<file path="src/sv/srt_pkg.sv">
`timescale 1ns / 1ps

package srt_pkg;

  localparam int ID_W   = 16;
  localparam int NAME_W = 64;
  localparam int SEX_W  = 8;

  typedef enum logic [1:0] {
    CMD_INSERT = 2'd0,
    CMD_DELETE = 2'd1,
    CMD_READ   = 2'd2,
    CMD_UNUSED = 2'd3
  } cmd_t;

  typedef enum logic [2:0] {
    ST_INSERTED  = 3'd0,
    ST_DUPLICATE = 3'd1,
    ST_FULL      = 3'd2,
    ST_DELETED   = 3'd3,
    ST_READ_OK   = 3'd4,
    ST_RANGE     = 3'd5,
    ST_UNUSED    = 3'd6
  } status_t;

  typedef enum logic [2:0] {
    S_IDLE,
    S_SCAN,
    S_SHIFT_UP,
    S_SHIFT_DN,
    S_READ
  } state_t;

  typedef struct packed {
    logic [ID_W-1:0]   id;
    logic [NAME_W-1:0] name;
    logic [SEX_W-1:0]  sex;
  } record_t;

endpackage

</file>
<file path="src/sv/sorted_record_table_unit.sv">
`timescale 1ns / 1ps
// Sorted record table. Records are kept in ascending id order in a memory with
// one write port and one registered read port, so every pass over the table
// moves one entry per cycle. An item is taken when start is high and busy is
// low, and its single result shows on the result ports for one cycle with
// strobe high; that cycle must be captured, since the block cannot be held
// off. A read goes through S_READ and returns the registered read data. An
// insert scans the table for duplicates and for its slot in S_SCAN and, if it
// is neither a duplicate nor full, shifts later entries up in S_SHIFT_UP and
// writes the new record into its slot. A delete shifts later entries down.
// Out-of-range and unused commands answer in the next cycle without going busy.

module sorted_record_table_unit #(
  parameter int TABLE_DEPTH = 16
) (
  input  logic        clk,
  input  logic        rst,
  input  logic        start,
  output logic        busy,
  input  logic [1:0]  cmd,
  input  logic [15:0] new_id,
  input  logic [63:0] new_name,
  input  logic [7:0]  new_sex,
  input  logic [3:0]  index,
  output logic        strobe,
  output logic [2:0]  status,
  output logic [4:0]  count,
  output logic [15:0] out_id,
  output logic [63:0] out_name,
  output logic [7:0]  out_sex
);

  localparam int AW   = (TABLE_DEPTH > 1) ? $clog2(TABLE_DEPTH) : 1;
  localparam int CW   = $clog2(TABLE_DEPTH + 1);
  localparam int CMPW = (CW > 4) ? CW : 4;

  srt_pkg::state_t  state, state_next;
  logic [CW-1:0]    fill, fill_next;
  logic [CW-1:0]    ptr, ptr_next;
  logic [CW-1:0]    ptr_dec;
  logic [CW-1:0]    pos, pos_next;
  logic             found, found_next;
  logic             dup, dup_next;
  logic             pend, pend_next;
  logic [AW-1:0]    pend_addr, pend_addr_next;
  srt_pkg::record_t rec, rec_next;

  logic             issue;
  logic             accept;
  logic             in_range;
  logic             res_fire;
  logic             res_rd;
  srt_pkg::status_t res_status;

  logic             we;
  logic [AW-1:0]    waddr;
  logic [AW-1:0]    raddr;
  srt_pkg::record_t wdata;
  srt_pkg::record_t rdata;

  srt_mem #(
    .DEPTH(TABLE_DEPTH),
    .AW   (AW)
  ) u_mem (
    .clk  (clk),
    .we   (we),
    .waddr(waddr),
    .wdata(wdata),
    .raddr(raddr),
    .rdata(rdata)
  );

  assign busy     = (state != srt_pkg::S_IDLE);
  assign accept   = start && !busy;
  assign in_range = CMPW'(index) < CMPW'(fill);
  assign ptr_dec  = ptr - 1'b1;

  always_ff @(posedge clk) begin
    if (rst) begin
      state  <= srt_pkg::S_IDLE;
      fill   <= '0;
      pend   <= 1'b0;
      strobe <= 1'b0;
    end else begin
      state  <= state_next;
      fill   <= fill_next;
      pend   <= pend_next;
      strobe <= res_fire;
    end
  end

  always_ff @(posedge clk) begin
    ptr       <= ptr_next;
    pos       <= pos_next;
    found     <= found_next;
    dup       <= dup_next;
    pend_addr <= pend_addr_next;
    rec       <= rec_next;
    if (res_fire) begin
      status   <= res_status;
      count    <= 5'(fill_next);
      out_id   <= res_rd ? rdata.id : '0;
      out_name <= res_rd ? rdata.name : '0;
      out_sex  <= res_rd ? rdata.sex : '0;
    end
  end

  always_comb begin
    state_next     = state;
    fill_next      = fill;
    ptr_next       = ptr;
    pos_next       = pos;
    found_next     = found;
    dup_next       = dup;
    pend_next      = 1'b0;
    pend_addr_next = pend_addr;
    rec_next       = rec;
    issue          = 1'b0;
    raddr          = ptr[AW-1:0];
    we             = 1'b0;
    waddr          = pend_addr;
    wdata          = rdata;
    res_fire       = 1'b0;
    res_rd         = 1'b0;
    res_status     = srt_pkg::ST_INSERTED;

    case (state)
      srt_pkg::S_IDLE: begin
        if (accept) begin
          case (srt_pkg::cmd_t'(cmd))
            srt_pkg::CMD_INSERT: begin
              rec_next   = '{id: new_id, name: new_name, sex: new_sex};
              ptr_next   = '0;
              pos_next   = fill;
              found_next = 1'b0;
              dup_next   = 1'b0;
              state_next = srt_pkg::S_SCAN;
            end
            srt_pkg::CMD_DELETE: begin
              if (in_range) begin
                ptr_next   = CW'(index) + 1'b1;
                state_next = srt_pkg::S_SHIFT_DN;
              end else begin
                res_fire   = 1'b1;
                res_status = srt_pkg::ST_RANGE;
              end
            end
            srt_pkg::CMD_READ: begin
              if (in_range) begin
                raddr      = AW'(index);
                state_next = srt_pkg::S_READ;
              end else begin
                res_fire   = 1'b1;
                res_status = srt_pkg::ST_RANGE;
              end
            end
            default: begin
              res_fire   = 1'b1;
              res_status = srt_pkg::ST_UNUSED;
            end
          endcase
        end
      end

      srt_pkg::S_SCAN: begin
        issue = ptr < fill;
        raddr = ptr[AW-1:0];
        if (issue) begin
          ptr_next       = ptr + 1'b1;
          pend_next      = 1'b1;
          pend_addr_next = ptr[AW-1:0];
        end
        if (pend) begin
          if (rdata == rec) begin
            dup_next = 1'b1;
          end
          if (!found && rdata.id > rec.id) begin
            found_next = 1'b1;
            pos_next   = CW'(pend_addr);
          end
        end
        if (!issue && !pend) begin
          if (dup) begin
            res_fire   = 1'b1;
            res_status = srt_pkg::ST_DUPLICATE;
            state_next = srt_pkg::S_IDLE;
          end else if (fill == CW'(TABLE_DEPTH)) begin
            res_fire   = 1'b1;
            res_status = srt_pkg::ST_FULL;
            state_next = srt_pkg::S_IDLE;
          end else begin
            ptr_next   = fill;
            state_next = srt_pkg::S_SHIFT_UP;
          end
        end
      end

      srt_pkg::S_SHIFT_UP: begin
        issue = ptr > pos;
        raddr = ptr_dec[AW-1:0];
        if (issue) begin
          ptr_next       = ptr_dec;
          pend_next      = 1'b1;
          pend_addr_next = ptr_dec[AW-1:0];
        end
        if (pend) begin
          we    = 1'b1;
          waddr = pend_addr + 1'b1;
          wdata = rdata;
        end
        if (!issue && !pend) begin
          we         = 1'b1;
          waddr      = pos[AW-1:0];
          wdata      = rec;
          fill_next  = fill + 1'b1;
          res_fire   = 1'b1;
          res_status = srt_pkg::ST_INSERTED;
          state_next = srt_pkg::S_IDLE;
        end
      end

      srt_pkg::S_SHIFT_DN: begin
        issue = ptr < fill;
        raddr = ptr[AW-1:0];
        if (issue) begin
          ptr_next       = ptr + 1'b1;
          pend_next      = 1'b1;
          pend_addr_next = ptr[AW-1:0];
        end
        if (pend) begin
          we    = 1'b1;
          waddr = pend_addr - 1'b1;
          wdata = rdata;
        end
        if (!issue && !pend) begin
          fill_next  = fill - 1'b1;
          res_fire   = 1'b1;
          res_status = srt_pkg::ST_DELETED;
          state_next = srt_pkg::S_IDLE;
        end
      end

      srt_pkg::S_READ: begin
        res_fire   = 1'b1;
        res_rd     = 1'b1;
        res_status = srt_pkg::ST_READ_OK;
        state_next = srt_pkg::S_IDLE;
      end

      default: begin
        state_next = srt_pkg::S_IDLE;
      end
    endcase
  end

endmodule

</file>
<file path="src/sv/srt_mem.sv">
`timescale 1ns / 1ps

module srt_mem #(
  parameter int DEPTH = 16,
  parameter int AW    = 4
) (
  input  logic              clk,
  input  logic              we,
  input  logic [AW-1:0]     waddr,
  input  srt_pkg::record_t  wdata,
  input  logic [AW-1:0]     raddr,
  output srt_pkg::record_t  rdata
);

  srt_pkg::record_t mem [DEPTH];

  always_ff @(posedge clk) begin
    if (we) begin
      mem[waddr] <= wdata;
    end
  end

  always_ff @(posedge clk) begin
    rdata <= mem[raddr];
  end

endmodule

</file>
<file path="config.mk">
export PLATFORM = sky130hd
export DESIGN_NAME = sorted_record_table_unit
export DESIGN_NICKNAME = d
export VERILOG_FILES = /design/src/sv/srt_pkg.sv /design/src/sv/sorted_record_table_unit.sv /design/src/sv/srt_mem.sv
export SDC_FILE = /design/constraint.sdc
export NUM_CORES = 2
export LEC_CHECK = 0
export ABC_AREA = 1
export BUFFER_PORTS_ARGS = -buffer_cell sky130_fd_sc_hd__buf_2
export CAP_MARGIN = 10
export CORE_MARGIN = 5
export CORE_UTILIZATION = 62
export CTS_CLUSTER_SIZE = 10
export DETAILED_ROUTE_END_ITERATION = 6
export MAX_ROUTING_LAYER = met4
export PLACE_DENSITY = 0.79
export SLEW_MARGIN = 40
export SYNTH_ARGS = -nofsm -noshare
export SYNTH_HDL_FRONTEND = slang
export SYNTH_SLANG_ARGS = --single-unit
</file>
<file path="constraint.sdc">
create_clock -name clk -period 7.1 [get_ports clk]
set_clock_uncertainty 0.2 [all_clocks]
set_input_delay 0.355 -clock clk [delete_from_list [all_inputs] [get_ports clk]]
set_output_delay 0.355 -clock clk [all_outputs]
set_load 0.02 [all_outputs]
</file>
==> metrics.cfg <==
[place]
dp.final_hpwl_um = 91850
gp_congestion = 0.9122
place_ws_ns = 2.565
port_buffers = 194

[detailed_routing]
drt_iter0_markers = 6851
wl_um = 187400
num_vias = 51580
drcViolationCount = 0
drt_pass1_iterations = 6
vias_per_cell = 5.931
ant_nets = 0
wl_per_cell_um = 21.55

[die]
num_io_pins = 195
core_um2 = 117600
fp.dieW_um = 353.6
dieArea_um2 = 125000
die_h_um = 353.6
start_util_pct = 62.23
row_count = 126

[critical_path]
arrival_ns = 5.14
slowest_stage = nand2_4
crit_required_ns = 7.56
crit_chain = inv_1 -> ha_1 -> inv_1 -> nor2_1 -> nand3_1 -> nand3_2 -> nand2_1 -> nand2_1 -> nand2_4 -> nand2_4 -> buf_12 -> buf_16 -> nand2_1 -> nand3_1 -> nand3_1 -> nand3_1 -> nand2_1
start_kind = flop
end_kind = flop
crit_path_max_fanout = 131
worstSetupStartpoint = fill[3]$_SDFF_PP0_
critPathMaxStageDelay_ns = 0.68
critPathKind = flop to flop
worstReg2RegStart = fill[3]$_SDFF_PP0_

[power]
switching_share_pct = 29.29
clockPowerShare_pct = 32.7
p_comb_share_pct = 20.0
power.switching_uw = 7986
internal_power_uw = 19280
peakVddDrop_mv = 0.2492
p_seq_share_pct = 47.2
power.density_nw_per_um2 = 329.4
p_leak_uw = 0.03384

[yosys]
synth_cell_types = 44
synth_fp_nets = 6921
synth_ff_type = edfxtp_1
syn_inst = 6783
yosysSeqAreaShare_pct = 68.65
async_flop_share_pct = 0
synth_warnings = 0
synth_edf_count = 1608
ys_ff_latch = 1706
syn_avg_cell_area_um2 = 10.79
syn_area_um2 = 73190

[timing]
worstMarginPinSlew_ns = 0.8971
setup_tns_ns = 0
report.final.hold_viol_count = 0
slew_viol_final = 0
fin_ws_ns = 2.419
max_slew_margin_pct = 40.19
min_period_ns = 4.681
period_share_pct = 65.93
fmax_mhz = 213.6
setup_viol = 0
rsz0062_at_grt = false

[global_route]
gr-total-overflow = 0
track_usage_pct = 30.33
grt_pass1_wl_um = 285200
grt_pass1_vias = 50080
antenna_found_initial = 2
grt_max_degree = 198

[final_layout]
final_cell_mix = 1,620 x nand3_1, 1,608 x edfxtp_1, 1,504 x nand2_1
syn2layout_area_growth_pct = 13.11
mostFrequentLayoutCell = nand3_1
final_nets = 7152
drive_gt1_share_pct = 8.716
fillerInstances = 7668

[clock_network]
tritoncts = yes
clkTransAtPathRegs_ns = 0.06
root_buffer = clkbuf_16
clock_path_buffers = 3
cts_setup_buffers = 0
cts_buffers = 190
clock_latency_ns = 0.78
htree_levels = 4
cts_sinks = 1706

[hold_path]
hp-class = input port to flop
hp-start = new_sex[5]

[run]
max_cap_viol_count = 0

[run_status]
outcome = finished clean

[power groups by stage]
stage	combinational [µW]	clock [µW]	sequential [µW]
final	5460	8930	12900
after global routing	5950	9460	12900
after CTS	5360	9000	12900
after detailed placement	5260	0	13100
after global placement	5030	0	13100
after floorplan	3310	0	13100
[repair_timing]
| action | 4_1_cts | 5_1_grt |
|---|---|---|
| resized for setup | 0 | 0 |
| hold endpoints to repair | 106 | 0 |
| hold buffers | 98 | 0 |
[state kept, by name, summed over array words and instances (netlist names)]
register     cells
fill             5
out_name        64
u_mem.rdata     88
status           3
ptr              5
dup              1
pend             1
pend_addr        4
pos              5
count            5
out_sex          8
out_id          16
found            1
state            3
rec             88
strobe           1
u_mem.mem     1408
[final timing paths]
path / end / slack [ns] / cells after the start
setup reg to reg: u_mem.rdata[60]$_DFF_P_ / 2.42 / 17
hold / removal: rec[5]$_DFFE_PP_ / 0.08 / 2
setup / recovery: u_mem.rdata[60]$_DFF_P_ / 2.42 / 17
hold reg to reg: fill[1]$_SDFF_PP0_ / 0.32 / 2
[layer usage]
layer	GRT usage (%)	part of all wire (%)	vias to the layer above
li1	-	-	23320
met1	39.78	37	24410
met2	47.33	47	3279
met3	5.316	11	568
met4	13.19	4.4	0
met5	-	0	-
[kinds of logic (layout without fill, tap and decap cells)]
| logic type | after synthesis | count (layout) | share of synthesized area (%) |
|---|---|---|---|
| compound gates | 168 | 168 | 1.267 |
| xor+xnor | 78 | 78 | 0.9334 |
| fa+ha+maj | 41 | 41 | 0.7009 |
| buf+inv | 1371 | 1747 | 7.488 |
| flops | 1706 | 1706 | 68.65 |
| other cells | 0 | 1 | 0 |
| simple gates | 3419 | 3419 | 20.96 |
[cell usage after synthesis, types with 2 or more instances]
library cell	number	area, µm²
xor2_1	32	280.3
xnor2_1	46	402.9
nand2_1	1508	5660
nor2_2	3	18.77
or2_2	9	56.30
o21a_1	6	45.04
buf_1	48	180.2
inv_1	962	3611
o221ai_1	4	35.03
o211ai_1	6	45.04
o21ai_1	2	10.01
nor4_1	7	43.79
a31oi_1	3	18.77
buf_2	198	991.0
nand4_1	14	87.58
buf_4	19	142.6
nor3_1	7	35.03
a21oi_1	23	115.1
inv_2	8	30.03
o22ai_1	3	18.77
nor2_1	152	570.6
edfxtp_1	1608	48290
ha_1	41	513.0
nand3_2	2	20.02
nand3b_1	91	683.2
clkbuf_1	134	503.0
dfxtp_1	98	1962
buf_6	2	22.52
o21ai_0	112	560.5
nand3_1	1621	8113
[cell type report]
class                   instances  area (µm²)  area share (%)
inverters                     970        3659           4.419
repair buffers                440        3591           4.338
flip-flops and latches       1706       50250           60.70
well taps                    1536        1922           2.322
diodes                          1       2.502        0.003023
clock buffers                 326        5413           6.538
clock inverters                11       185.2          0.2237
multi-input cells            3706       17760           21.46
[critical path, delay by kind of cell (launching register included)]
family	cells	cell delay [ns]
buffers and inverters	4	0.97
AND/OR/NAND/NOR	12	2.32
adder cells (fa/ha/maj)	1	0.34
flip-flops	1	0.38
[metrics by stage]
stage | total power [µW] | instance area [µm²] | hold WS (ns) | utilization [%] | cells
finish | 27270 | 82780 | 0.08033 | 70.39 | 8696
global route | 28320 | 82780 | 0.05998 | 70.39 | 8695
CTS | 27230 | 82720 | 0.03021 | 70.33 | 8693
detailed placement | 18340 | 76140 | 0.3159 | 64.74 | 8258
global placement | 18100 | 75790 | 0.2991 | 64.44 | 8249
floorplan | 16410 | 73190 | 0.2539 | - | 6783
Power figures use the tool's default switching activity.
